$ cat src/hw/rtl/rhss_pkg.sv
`default_nettype none
// ----------------------------------------------------------------------------
// Rolling hash substring search: shared definitions
// Widths, register indexes, sequencer states and the control bundles that
// pass between the sequencer, the modular reducers and the byte window.
// ----------------------------------------------------------------------------
package rhss_pkg;

    localparam int BYTE_W     = 8;
    localparam int CFG_W      = 64;
    localparam int HALF_BYTES = CFG_W / BYTE_W;
    localparam int MAX_PAT    = 2 * HALF_BYTES;
    localparam int PAT_W      = MAX_PAT * BYTE_W;
    localparam int IDX_W      = $clog2(MAX_PAT);
    localparam int LEN_W      = 5;
    localparam int HASH_W     = 16;
    localparam int POS_W      = 32;
    localparam int START_W    = 32;
    localparam int TOTAL_W    = 16;
    localparam int STREAM_W   = BYTE_W + HASH_W + BYTE_W;
    localparam int CNT_W      = $clog2(PAT_W);
    localparam int CFG_IDX_W  = 2;

    localparam logic [CFG_IDX_W-1:0] REG_LENGTH  = 2'd0;
    localparam logic [CFG_IDX_W-1:0] REG_PAT_LO  = 2'd1;
    localparam logic [CFG_IDX_W-1:0] REG_PAT_HI  = 2'd2;
    localparam logic [CFG_IDX_W-1:0] REG_MODULUS = 2'd3;

    localparam logic [HASH_W-1:0] MODULUS_RESET = 16'd11;
    localparam logic [HASH_W-1:0] MODULUS_MIN   = 16'd2;

    typedef enum logic [2:0] {
        ST_IDLE,
        ST_PAT,
        ST_PSAVE,
        ST_PREP,
        ST_HASH,
        ST_HDONE,
        ST_CHECK,
        ST_FIN
    } state_t;

    typedef struct packed {
        logic clear;
        logic step;
        logic din;
    } red_ctl_t;

    typedef struct packed {
        logic              clear;
        logic              shift;
        logic [BYTE_W-1:0] din;
        logic [IDX_W-1:0]  addr;
    } win_ctl_t;

endpackage
`default_nettype wire

$ cat src/hw/rtl/rhss_modred.sv
`default_nettype none
// ----------------------------------------------------------------------------
// Bit-serial modular reducer
// Folds one bit per cycle into a residue while step is set: acc = (2 * acc + bit) mod q, using
// a single compare and subtract.
// ----------------------------------------------------------------------------
module rhss_modred
    import rhss_pkg::*;
(
    input  logic              clk,
    input  logic              rst_n,
    input  red_ctl_t          ctl,
    input  logic [HASH_W-1:0] modulus,
    output logic [HASH_W-1:0] acc
);

    logic [HASH_W-1:0] acc_reg;
    logic [HASH_W-1:0] acc_next;
    logic [HASH_W:0]   doubled;

    assign doubled = {acc_reg, ctl.din};

    always_comb
    begin
        acc_next = acc_reg;
        if (ctl.clear)
        begin
            acc_next = '0;
        end
        else if (ctl.step)
        begin
            if (doubled >= {1'b0, modulus})
            begin
                acc_next = HASH_W'(doubled - {1'b0, modulus});
            end
            else
            begin
                acc_next = doubled[HASH_W-1:0];
            end
        end
    end

    always_ff @(posedge clk or negedge rst_n)
    begin
        if (!rst_n)
        begin
            acc_reg <= '0;
        end
        else
        begin
            acc_reg <= acc_next;
        end
    end

    assign acc = acc_reg;

endmodule
`default_nettype wire

$ cat src/hw/rtl/rhss_window.sv
`default_nettype none
// ----------------------------------------------------------------------------
// Text window
// Shift line holding the most recent text bytes, newest at entry zero, with
// one read port at a selected entry.
// ----------------------------------------------------------------------------
module rhss_window
    import rhss_pkg::*;
(
    input  logic              clk,
    input  logic              rst_n,
    input  win_ctl_t          ctl,
    output logic [BYTE_W-1:0] rd_byte
);

    logic [BYTE_W-1:0] win_reg  [MAX_PAT];
    logic [BYTE_W-1:0] win_next [MAX_PAT];

    always_comb
    begin
        for (int i = 0; i < MAX_PAT; i++)
        begin
            win_next[i] = win_reg[i];
        end
        if (ctl.clear)
        begin
            for (int i = 0; i < MAX_PAT; i++)
            begin
                win_next[i] = '0;
            end
        end
        else if (ctl.shift)
        begin
            win_next[0] = ctl.din;
            for (int i = 1; i < MAX_PAT; i++)
            begin
                win_next[i] = win_reg[i-1];
            end
        end
    end

    always_ff @(posedge clk or negedge rst_n)
    begin
        if (!rst_n)
        begin
            for (int i = 0; i < MAX_PAT; i++)
            begin
                win_reg[i] <= '0;
            end
        end
        else
        begin
            for (int i = 0; i < MAX_PAT; i++)
            begin
                win_reg[i] <= win_next[i];
            end
        end
    end

    assign rd_byte = win_reg[ctl.addr];

endmodule
`default_nettype wire

$ cat src/hw/rtl/rolling_hash_substring_search.sv
`default_nettype none
// ----------------------------------------------------------------------------
// Rolling hash substring search
// Streams text bytes, keeps a base-256 rolling hash of the last m bytes modulo
// a configured modulus, and checks every hash hit byte by byte.
// ----------------------------------------------------------------------------
// One text byte is taken per input transfer and one result is produced for
// it. The block takes no new byte until it is through with the current one:
// it hashes the byte, then compares window and pattern byte by byte (up to 16
// comparisons) when the window hash equals the pattern hash. A byte that
// starts a new text first hashes the pattern and the leading weight. Hashing
// is done by the two bit-serial modular reducers, which fold a 32-bit stream
// one bit per cycle. A result waiting in the output register does not block
// acceptance of the next byte.
// ----------------------------------------------------------------------------
module rolling_hash_substring_search
    import rhss_pkg::*;
(
    input  logic                 clk,
    input  logic                 rst_n,
    input  logic                 cfg_we,
    input  logic [CFG_IDX_W-1:0] cfg_addr,
    input  logic [CFG_W-1:0]     cfg_wdata,
    input  logic                 in_valid,
    output logic                 in_stall,
    input  logic [BYTE_W-1:0]    text_byte,
    input  logic                 first_byte,
    output logic                 out_valid,
    input  logic                 out_stall,
    output logic                 window_full,
    output logic                 match_found,
    output logic                 spurious_hit,
    output logic [LEN_W-1:0]     compare_count,
    output logic [START_W-1:0]   match_start,
    output logic [TOTAL_W-1:0]   spurious_total
);

    logic [LEN_W-1:0]   len_reg;
    logic [CFG_W-1:0]   pat_lo_reg;
    logic [CFG_W-1:0]   pat_hi_reg;
    logic [HASH_W-1:0]  mod_reg;

    state_t             state_reg, state_next;
    logic [CNT_W-1:0]   cnt_reg, cnt_next;
    logic [IDX_W-1:0]   idx_reg, idx_next;
    logic [LEN_W-1:0]   cmp_reg, cmp_next;
    logic               was_full_reg, was_full_next;
    logic               found_reg, found_next;
    logic               spur_hit_reg, spur_hit_next;
    logic [HASH_W-1:0]  wh_reg, wh_next;
    logic [HASH_W-1:0]  ph_reg, ph_next;
    logic [HASH_W-1:0]  lw_reg, lw_next;
    logic [LEN_W-1:0]   bs_reg, bs_next;
    logic [POS_W-1:0]   pos_reg, pos_next;
    logic [TOTAL_W-1:0] spur_reg, spur_next;
    logic               ov_reg, ov_next;

    logic [BYTE_W-1:0]   byte_reg, byte_next;
    logic [STREAM_W-1:0] sa_reg, sa_next;
    logic [STREAM_W-1:0] sb_reg, sb_next;
    logic [PAT_W-1:0]    pat_sr_reg, pat_sr_next;
    logic                o_full_reg, o_full_next;
    logic                o_found_reg, o_found_next;
    logic                o_spur_reg, o_spur_next;
    logic [LEN_W-1:0]    o_cmp_reg, o_cmp_next;
    logic [START_W-1:0]  o_start_reg, o_start_next;
    logic [TOTAL_W-1:0]  o_total_reg, o_total_next;

    logic [LEN_W-1:0]          m_eff;
    logic [HASH_W-1:0]         q_eff;
    logic [PAT_W-1:0]          pat_flat;
    logic [LEN_W-1:0]          rd_index;
    logic [LEN_W+2:0]          pat_bits;
    logic [CNT_W-1:0]          pat_last;
    logic [BYTE_W+HASH_W-1:0]  drop_prod;
    logic [HASH_W-1:0]         acc_a;
    logic [HASH_W-1:0]         acc_b;
    logic [HASH_W-1:0]         wh_new;
    logic [LEN_W-1:0]          bs_inc;
    logic                      full_after;
    logic                      full_now;
    logic [POS_W+START_W-1:0]  pos_ext;
    logic [START_W-1:0]        start_sat;
    logic [BYTE_W-1:0]         win_rd;
    red_ctl_t                  red_a;
    red_ctl_t                  red_b;
    win_ctl_t                  win;

    always_comb
    begin
        m_eff = len_reg;
        if (len_reg == '0)
        begin
            m_eff = LEN_W'(1);
        end
        else if (len_reg > LEN_W'(MAX_PAT))
        begin
            m_eff = LEN_W'(MAX_PAT);
        end
    end

    assign q_eff = (mod_reg < MODULUS_MIN) ? MODULUS_MIN : mod_reg;

    always_comb
    begin
        for (int i = 0; i < HALF_BYTES; i++)
        begin
            pat_flat[PAT_W-1-BYTE_W*i -: BYTE_W] = pat_lo_reg[BYTE_W*i +: BYTE_W];
            pat_flat[PAT_W-1-BYTE_W*(i+HALF_BYTES) -: BYTE_W] =
                pat_hi_reg[BYTE_W*i +: BYTE_W];
        end
    end

    assign rd_index  = m_eff - LEN_W'(1) - {1'b0, idx_reg};
    assign pat_bits  = {m_eff, 3'b000};
    assign pat_last  = CNT_W'(pat_bits - 1'b1);
    assign drop_prod = {{HASH_W{1'b0}}, win_rd} * {{BYTE_W{1'b0}}, lw_reg};
    assign wh_new    = (acc_a >= acc_b) ? (acc_a - acc_b) : (acc_a + (q_eff - acc_b));
    assign bs_inc    = bs_reg + LEN_W'(1);
    assign full_after = was_full_reg || (bs_inc >= m_eff);
    assign full_now  = bs_reg >= m_eff;
    assign pos_ext   = {{START_W{1'b0}}, pos_reg};
    assign start_sat = (|pos_ext[POS_W+START_W-1:START_W]) ? '1 : pos_ext[START_W-1:0];

    rhss_modred u_red_a (
        .clk     (clk),
        .rst_n   (rst_n),
        .ctl     (red_a),
        .modulus (q_eff),
        .acc     (acc_a)
    );

    rhss_modred u_red_b (
        .clk     (clk),
        .rst_n   (rst_n),
        .ctl     (red_b),
        .modulus (q_eff),
        .acc     (acc_b)
    );

    rhss_window u_window (
        .clk     (clk),
        .rst_n   (rst_n),
        .ctl     (win),
        .rd_byte (win_rd)
    );

    always_comb
    begin
        state_next    = state_reg;
        cnt_next      = cnt_reg;
        idx_next      = idx_reg;
        cmp_next      = cmp_reg;
        was_full_next = was_full_reg;
        found_next    = found_reg;
        spur_hit_next = spur_hit_reg;
        wh_next       = wh_reg;
        ph_next       = ph_reg;
        lw_next       = lw_reg;
        bs_next       = bs_reg;
        pos_next      = pos_reg;
        spur_next     = spur_reg;
        ov_next       = ov_reg;
        byte_next     = byte_reg;
        sa_next       = sa_reg;
        sb_next       = sb_reg;
        pat_sr_next   = pat_sr_reg;
        o_full_next   = o_full_reg;
        o_found_next  = o_found_reg;
        o_spur_next   = o_spur_reg;
        o_cmp_next    = o_cmp_reg;
        o_start_next  = o_start_reg;
        o_total_next  = o_total_reg;
        red_a         = '{clear: 1'b0, step: 1'b0, din: 1'b0};
        red_b         = '{clear: 1'b0, step: 1'b0, din: 1'b0};
        win.clear     = 1'b0;
        win.shift     = 1'b0;
        win.din       = byte_reg;
        win.addr      = rd_index[IDX_W-1:0];

        if (ov_reg && !out_stall)
        begin
            ov_next = 1'b0;
        end

        case (state_reg)
            ST_IDLE:
            begin
                red_a.clear = 1'b1;
                red_b.clear = 1'b1;
                cnt_next    = '0;
                idx_next    = '0;
                if (in_valid)
                begin
                    byte_next = text_byte;
                    if (first_byte)
                    begin
                        win.clear   = 1'b1;
                        wh_next     = '0;
                        bs_next     = '0;
                        pos_next    = '0;
                        spur_next   = '0;
                        pat_sr_next = pat_flat;
                        state_next  = ST_PAT;
                    end
                    else
                    begin
                        state_next = ST_PREP;
                    end
                end
            end
            ST_PAT:
            begin
                red_a.step  = 1'b1;
                red_a.din   = pat_sr_reg[PAT_W-1];
                red_b.step  = 1'b1;
                red_b.din   = (cnt_reg == CNT_W'(BYTE_W - 1));
                pat_sr_next = {pat_sr_reg[PAT_W-2:0], 1'b0};
                cnt_next    = cnt_reg + CNT_W'(1);
                if (cnt_reg == pat_last)
                begin
                    state_next = ST_PSAVE;
                end
            end
            ST_PSAVE:
            begin
                ph_next    = acc_a;
                lw_next    = acc_b;
                state_next = ST_PREP;
            end
            ST_PREP:
            begin
                red_a.clear   = 1'b1;
                red_b.clear   = 1'b1;
                was_full_next = full_now;
                sa_next       = {{BYTE_W{1'b0}}, wh_reg, byte_reg};
                sb_next       = full_now ? {drop_prod, {BYTE_W{1'b0}}} : '0;
                cnt_next      = '0;
                state_next    = ST_HASH;
            end
            ST_HASH:
            begin
                red_a.step = 1'b1;
                red_a.din  = sa_reg[STREAM_W-1];
                red_b.step = 1'b1;
                red_b.din  = sb_reg[STREAM_W-1];
                sa_next    = {sa_reg[STREAM_W-2:0], 1'b0};
                sb_next    = {sb_reg[STREAM_W-2:0], 1'b0};
                cnt_next   = cnt_reg + CNT_W'(1);
                if (cnt_reg == CNT_W'(STREAM_W - 1))
                begin
                    state_next = ST_HDONE;
                end
            end
            ST_HDONE:
            begin
                wh_next       = wh_new;
                win.shift     = 1'b1;
                found_next    = 1'b0;
                spur_hit_next = 1'b0;
                cmp_next      = '0;
                idx_next      = '0;
                pat_sr_next   = pat_flat;
                if (was_full_reg)
                begin
                    if (pos_reg != '1)
                    begin
                        pos_next = pos_reg + POS_W'(1);
                    end
                end
                else
                begin
                    bs_next = bs_inc;
                end
                if (full_after && (wh_new == ph_reg))
                begin
                    state_next = ST_CHECK;
                end
                else
                begin
                    state_next = ST_FIN;
                end
            end
            ST_CHECK:
            begin
                cmp_next = cmp_reg + LEN_W'(1);
                if (win_rd != pat_sr_reg[PAT_W-1 -: BYTE_W])
                begin
                    spur_hit_next = 1'b1;
                    if (spur_reg != '1)
                    begin
                        spur_next = spur_reg + TOTAL_W'(1);
                    end
                    state_next = ST_FIN;
                end
                else if ({1'b0, idx_reg} == m_eff - LEN_W'(1))
                begin
                    found_next = 1'b1;
                    state_next = ST_FIN;
                end
                else
                begin
                    idx_next    = idx_reg + IDX_W'(1);
                    pat_sr_next = {pat_sr_reg[PAT_W-BYTE_W-1:0], {BYTE_W{1'b0}}};
                end
            end
            ST_FIN:
            begin
                if (!ov_reg || !out_stall)
                begin
                    ov_next      = 1'b1;
                    o_full_next  = full_now;
                    o_found_next = found_reg;
                    o_spur_next  = spur_hit_reg;
                    o_cmp_next   = cmp_reg;
                    o_start_next = full_now ? start_sat : '0;
                    o_total_next = spur_reg;
                    state_next   = ST_IDLE;
                end
            end
            default:
            begin
                state_next = ST_IDLE;
            end
        endcase
    end

    always_ff @(posedge clk or negedge rst_n)
    begin
        if (!rst_n)
        begin
            len_reg    <= LEN_W'(1);
            pat_lo_reg <= '0;
            pat_hi_reg <= '0;
            mod_reg    <= MODULUS_RESET;
        end
        else if (cfg_we)
        begin
            case (cfg_addr)
                REG_LENGTH:  len_reg    <= cfg_wdata[LEN_W-1:0];
                REG_PAT_LO:  pat_lo_reg <= cfg_wdata;
                REG_PAT_HI:  pat_hi_reg <= cfg_wdata;
                REG_MODULUS: mod_reg    <= cfg_wdata[HASH_W-1:0];
                default:     len_reg    <= len_reg;
            endcase
        end
    end

    always_ff @(posedge clk or negedge rst_n)
    begin
        if (!rst_n)
        begin
            state_reg    <= ST_IDLE;
            cnt_reg      <= '0;
            idx_reg      <= '0;
            cmp_reg      <= '0;
            was_full_reg <= 1'b0;
            found_reg    <= 1'b0;
            spur_hit_reg <= 1'b0;
            wh_reg       <= '0;
            ph_reg       <= '0;
            lw_reg       <= HASH_W'(1);
            bs_reg       <= '0;
            pos_reg      <= '0;
            spur_reg     <= '0;
            ov_reg       <= 1'b0;
        end
        else
        begin
            state_reg    <= state_next;
            cnt_reg      <= cnt_next;
            idx_reg      <= idx_next;
            cmp_reg      <= cmp_next;
            was_full_reg <= was_full_next;
            found_reg    <= found_next;
            spur_hit_reg <= spur_hit_next;
            wh_reg       <= wh_next;
            ph_reg       <= ph_next;
            lw_reg       <= lw_next;
            bs_reg       <= bs_next;
            pos_reg      <= pos_next;
            spur_reg     <= spur_next;
            ov_reg       <= ov_next;
        end
    end

    always_ff @(posedge clk)
    begin
        byte_reg    <= byte_next;
        sa_reg      <= sa_next;
        sb_reg      <= sb_next;
        pat_sr_reg  <= pat_sr_next;
        o_full_reg  <= o_full_next;
        o_found_reg <= o_found_next;
        o_spur_reg  <= o_spur_next;
        o_cmp_reg   <= o_cmp_next;
        o_start_reg <= o_start_next;
        o_total_reg <= o_total_next;
    end

    assign in_stall       = (state_reg != ST_IDLE);
    assign out_valid      = ov_reg;
    assign window_full    = o_full_reg;
    assign match_found    = o_found_reg;
    assign spurious_hit   = o_spur_reg;
    assign compare_count  = o_cmp_reg;
    assign match_start    = o_start_reg;
    assign spurious_total = o_total_reg;

`ifndef NO_ASSERTIONS
    // A window that is not yet full cannot have been checked.
    a_empty_no_check: assert property (@(posedge clk) disable iff (!rst_n)
        (out_valid && !window_full) |-> (!match_found && !spurious_hit &&
                                         (compare_count == '0)))
        else $error("result for a partial window reports a check");

    // A checked window is either a match or a spurious hit, never both.
    a_check_outcome: assert property (@(posedge clk) disable iff (!rst_n)
        out_valid |-> !(match_found && spurious_hit) &&
                      ((match_found || spurious_hit) == (compare_count != '0)))
        else $error("inconsistent outcome of the byte check");

    // A spurious hit is always counted in the running total.
    a_spur_counted: assert property (@(posedge clk) disable iff (!rst_n)
        (out_valid && spurious_hit) |-> (spurious_total != '0))
        else $error("spurious hit missing from the total");

    // The serial residues stay below the modulus while they are folding.
    a_residue_range: assert property (@(posedge clk) disable iff (!rst_n)
        ((state_reg == ST_HASH) || (state_reg == ST_PAT)) |->
            ((acc_a < q_eff) && (acc_b < q_eff)))
        else $error("modular residue out of range");
`endif

endmodule
`default_nettype wire

$ cat config.mk
export PLATFORM = sky130hd
export DESIGN_NAME = rolling_hash_substring_search
export DESIGN_NICKNAME = d
export VERILOG_FILES = /design/src/hw/rtl/rhss_pkg.sv /design/src/hw/rtl/rhss_modred.sv /design/src/hw/rtl/rhss_window.sv /design/src/hw/rtl/rolling_hash_substring_search.sv
export SDC_FILE = /design/constraint.sdc
export NUM_CORES = 2
export LEC_CHECK = 0
export ABC_AREA = 1
export BUFFER_PORTS_ARGS = -buffer_cell sky130_fd_sc_hd__buf_2
export CAP_MARGIN = 10
export CORE_MARGIN = 2
export CORE_UTILIZATION = 65
export CTS_CLUSTER_DIAMETER = 80
export DETAILED_ROUTE_END_ITERATION = 7
export PLACE_DENSITY = 0.83
export SLEW_MARGIN = 20
export SYNTH_ARGS = -nofsm -noshare
export SYNTH_HDL_FRONTEND = slang
export SYNTH_HIERARCHICAL = 1
export SYNTH_SLANG_ARGS = --single-unit
$ cat constraint.sdc
create_clock -name clk -period 16.6 [get_ports clk]
set_input_delay 1.66 -clock clk [delete_from_list [all_inputs] [get_ports clk]]
set_output_delay 1.66 -clock clk [all_outputs]
set_load 0.01 [all_outputs]
==> results.yml <==
timing:
  fin_crit_ns: 8.509
  fin_setup_tns_ns: 0
  tightest_slew_ns: 1.166
  slew_headroom_pct: 22.00
  fin_crit_sh_pct: 51.26
  drv_slew: 0
  setup_violations: 0
  max_freq_mhz: 117.5
  final-hold-violation-count: 0
  rsz0062_at_grt: "false"
  finClkSkew_ns: 0.02119
  holdWs_ns: 0.4674
yosys:
  syn_avg_cell_area_um2: 8.185
  synth_area_leader_cell: "dfrtp_1"
  synth_nets: 5218
  synth_cells: 4908
  synth_area_um2: 40170
  ys_seq_area_share_pct: 45.53
  post_synth_num_cell_types: 65
  synth-seq-cells: 681
  ys_warn_count: 6
  synth_flop_cell: "dfrtp_1"
  ys_top_cells_by_area: "dfrtp_1, edfxtp_1, nand2_1"
  synth_edf_count: 248
  synth_top_area_share_pct: 26.66
  synth-async-reset-ratio_pct: 63.58
setup_path:
  r2r-start: "len_reg[1]"
  path_delay_family: "adder cells"
  cp_common_cell: "inv_1"
  crit_type: "register to register"
  start_kind: "register"
  cp_max_fo: 33
  critPathCaptureType: "register"
  r2r-end: "sb_reg[27]"
  arrival_ns: 8.85
  r2r_slack_ns: 8.09
  crit_required_ns: 16.95
  crit_slowest_cell: "inv_1"
  critPathMaxStageDelay_ns: 0.56
  r2r_cells: 31
  cp_num_buf_inv: 7
final_layout:
  layout.nets: 5233
  n_fill_cell: 4619
  drive_above_1_share_pct: 8.248
  antenna_cells: 0
  synthToLayoutAreaGrowth_pct: 8.307
  fin_util_pct: 70.90
floorplan:
  die_y_um: 252.6
  die_w_um: 252.6
  fp.coreArea_um2: 61370
  start_util_pct: 65.46
  num_rows: 91
  dieArea_um2: 63810
  io_pins: 138
clock_network:
  cts_buffers: 73
  htree_levels: 3
  cts_resized: 0
  hold_buffers: 0
  clk_pin_slew_ns: 0.06
  root_buffer: "clkbuf_16"
  cts_max_path_buffers: 3
  clk_latency_ns: 0.62
  postCtsSetupRepairBufs: 0
  cts_sinks: 681
  cts_tree: "yes"
placed_design:
  place_congestion: 0.9413
  portBuffers: 137
  place_hpwl_um: 69590
global_routing:
  grt_usage_pct: 32.12
  antenna_found_initial: 3
  grt-ovfl-total: 0
  globalRoute.busiestLayer: "met2"
  grt_max_degree: 176
  grt_util_met3_pct: 5.170
  grt_use_met2_pct: 51.62
  grt_pass1_vias: 31660
  grtUsageMet1_pct: 44.85
  grt_pass1_wl_um: 163800
hold_path:
  hold_path_startpoint: "spur_hit_reg"
  hold_end: "spurious_hit"
  hp-class: "register to register"
  hold_depth: 0
detailed_routing:
  drtIter0Drc: 3554
  num_vias: 33520
  firstDrtPassIters: 7
  routed_wl_um: 101800
  wl_per_cell_um: 17.64
  ant_nets: 0
  viasPerCell: 5.807
  drc: 0
outcome:
  status: "completed"
job:
  drv_cap: 0
## cell families after synthesis
logic type	after synthesis	share of synthesized area [%]
compound gates	685	9.911
xor+xnor	70	1.526
fa+ha+maj	230	9.088
buf+inv	1037	10.13
flops	681	45.53
mux	3	0.08409
simple gates	2202	23.74
## worst reg2reg max path, delay by kind of cell (launching register included)
kind / cells / cell delay [ns]
adders and majority gates: 7 / 3.10
AOI/OAI and AO/OA: 8 / 1.77
and+or+nand+nor: 8 / 1.52
buffers and inverters: 7 / 1.27
DFF: 1 / 0.40
xor gates and xnor gates: 1 / 0.16
## Yosys cell counts (8+ instances only)
cell type	instances
nand3_2	18
nor2_4	8
o31ai_1	18
a21oi_1	85
o22ai_1	13
o21ai_1	54
buf_2	40
fa_1	103
a22oi_1	65
nand3_1	346
clkbuf_1	146
nor2_2	11
inv_2	23
nand3b_1	43
nand2_1	1432
o221ai_1	56
nor3_1	50
nand2_2	33
xor2_1	36
buf_4	17
xnor2_1	34
nor4_1	17
buf_1	11
ha_1	127
nor2_1	172
nand4_1	42
inv_1	788
o21ai_0	355
edfxtp_1	248
dfrtp_1	428
## area by class of cell
cell class / instances / area, um2 / area share [%]
inverters: 813 / 3055 / 7.022
well taps: 790 / 988.4 / 2.272
clock inverters: 41 / 397.9 / 0.9145
clock buffers: 94 / 1967 / 4.521
flip-flops and latches: 681 / 18290 / 42.03
multi-input cells: 3190 / 17900 / 41.13
repair buffers: 164 / 914.6 / 2.102
## layer usage
| metal | up-vias | wire length (um) |
|---|---|---|
| met5 | - | 23 |
| met4 | 4 | 3308 |
| met3 | 237 | 8525 |
| met2 | 1556 | 47560 |
| met1 | 15910 | 42410 |
| li1 | 15820 | - |
## metrics by stage
| step | instance area (um2) | worst slack (ns) | cells |
|---|---|---|---|
| 6_report | 43510 | 8.091 | 5773 |
| 5_1_grt | 43510 | 7.616 | 5773 |
| 4_1_cts | 43490 | 8.212 | 5773 |
| 3_5_place_dp | 41130 | 8.251 | 5638 |
| 3_3_place_gp | 41130 | 8.426 | 5638 |
| 2_1_floorplan | 40170 | 9.563 | 4908 |
## how the worst max path moves through the flow
stage	startpoint	endpoint	slack, ns	cells after the start
after floorplan	len_reg[0]	sb_reg[27]	9.56	33
after global placement	len_reg[1]	sb_reg[27]	8.43	31
after detailed placement	len_reg[1]	sb_reg[27]	8.25	31
after CTS	len_reg[1]	sb_reg[27]	8.21	31
after global routing	len_reg[1]	sb_reg[27]	7.62	29
final	len_reg[1]	sb_reg[27]	8.09	31
## layout by cell type, fill, tap and decap left out, types with 16 or more instances in the layout
cell and n:
clkinv_2 17, inv_2 25, nand3_2 19, dfrtp_1 428, o21ai_0 355, xor2_1 36, nor4_1 17, nand3b_1 43
nand4_1 42, a22oi_1 65, buf_2 136, o221ai_1 56, nand2_2 34, a21oi_1 84, xnor2_1 34, nand2_1 1431
nor3_1 50, edfxtp_1 248, buf_4 25, o21ai_1 54, nor2_1 168, ha_1 127, nand3_1 342, o31ai_1 18
clkbuf_16 74, fa_1 103, inv_1 783, clkbuf_1 16
Power is not shown: default switching activity piles up to over one toggle a cycle in this logic, so the estimate is an artifact.
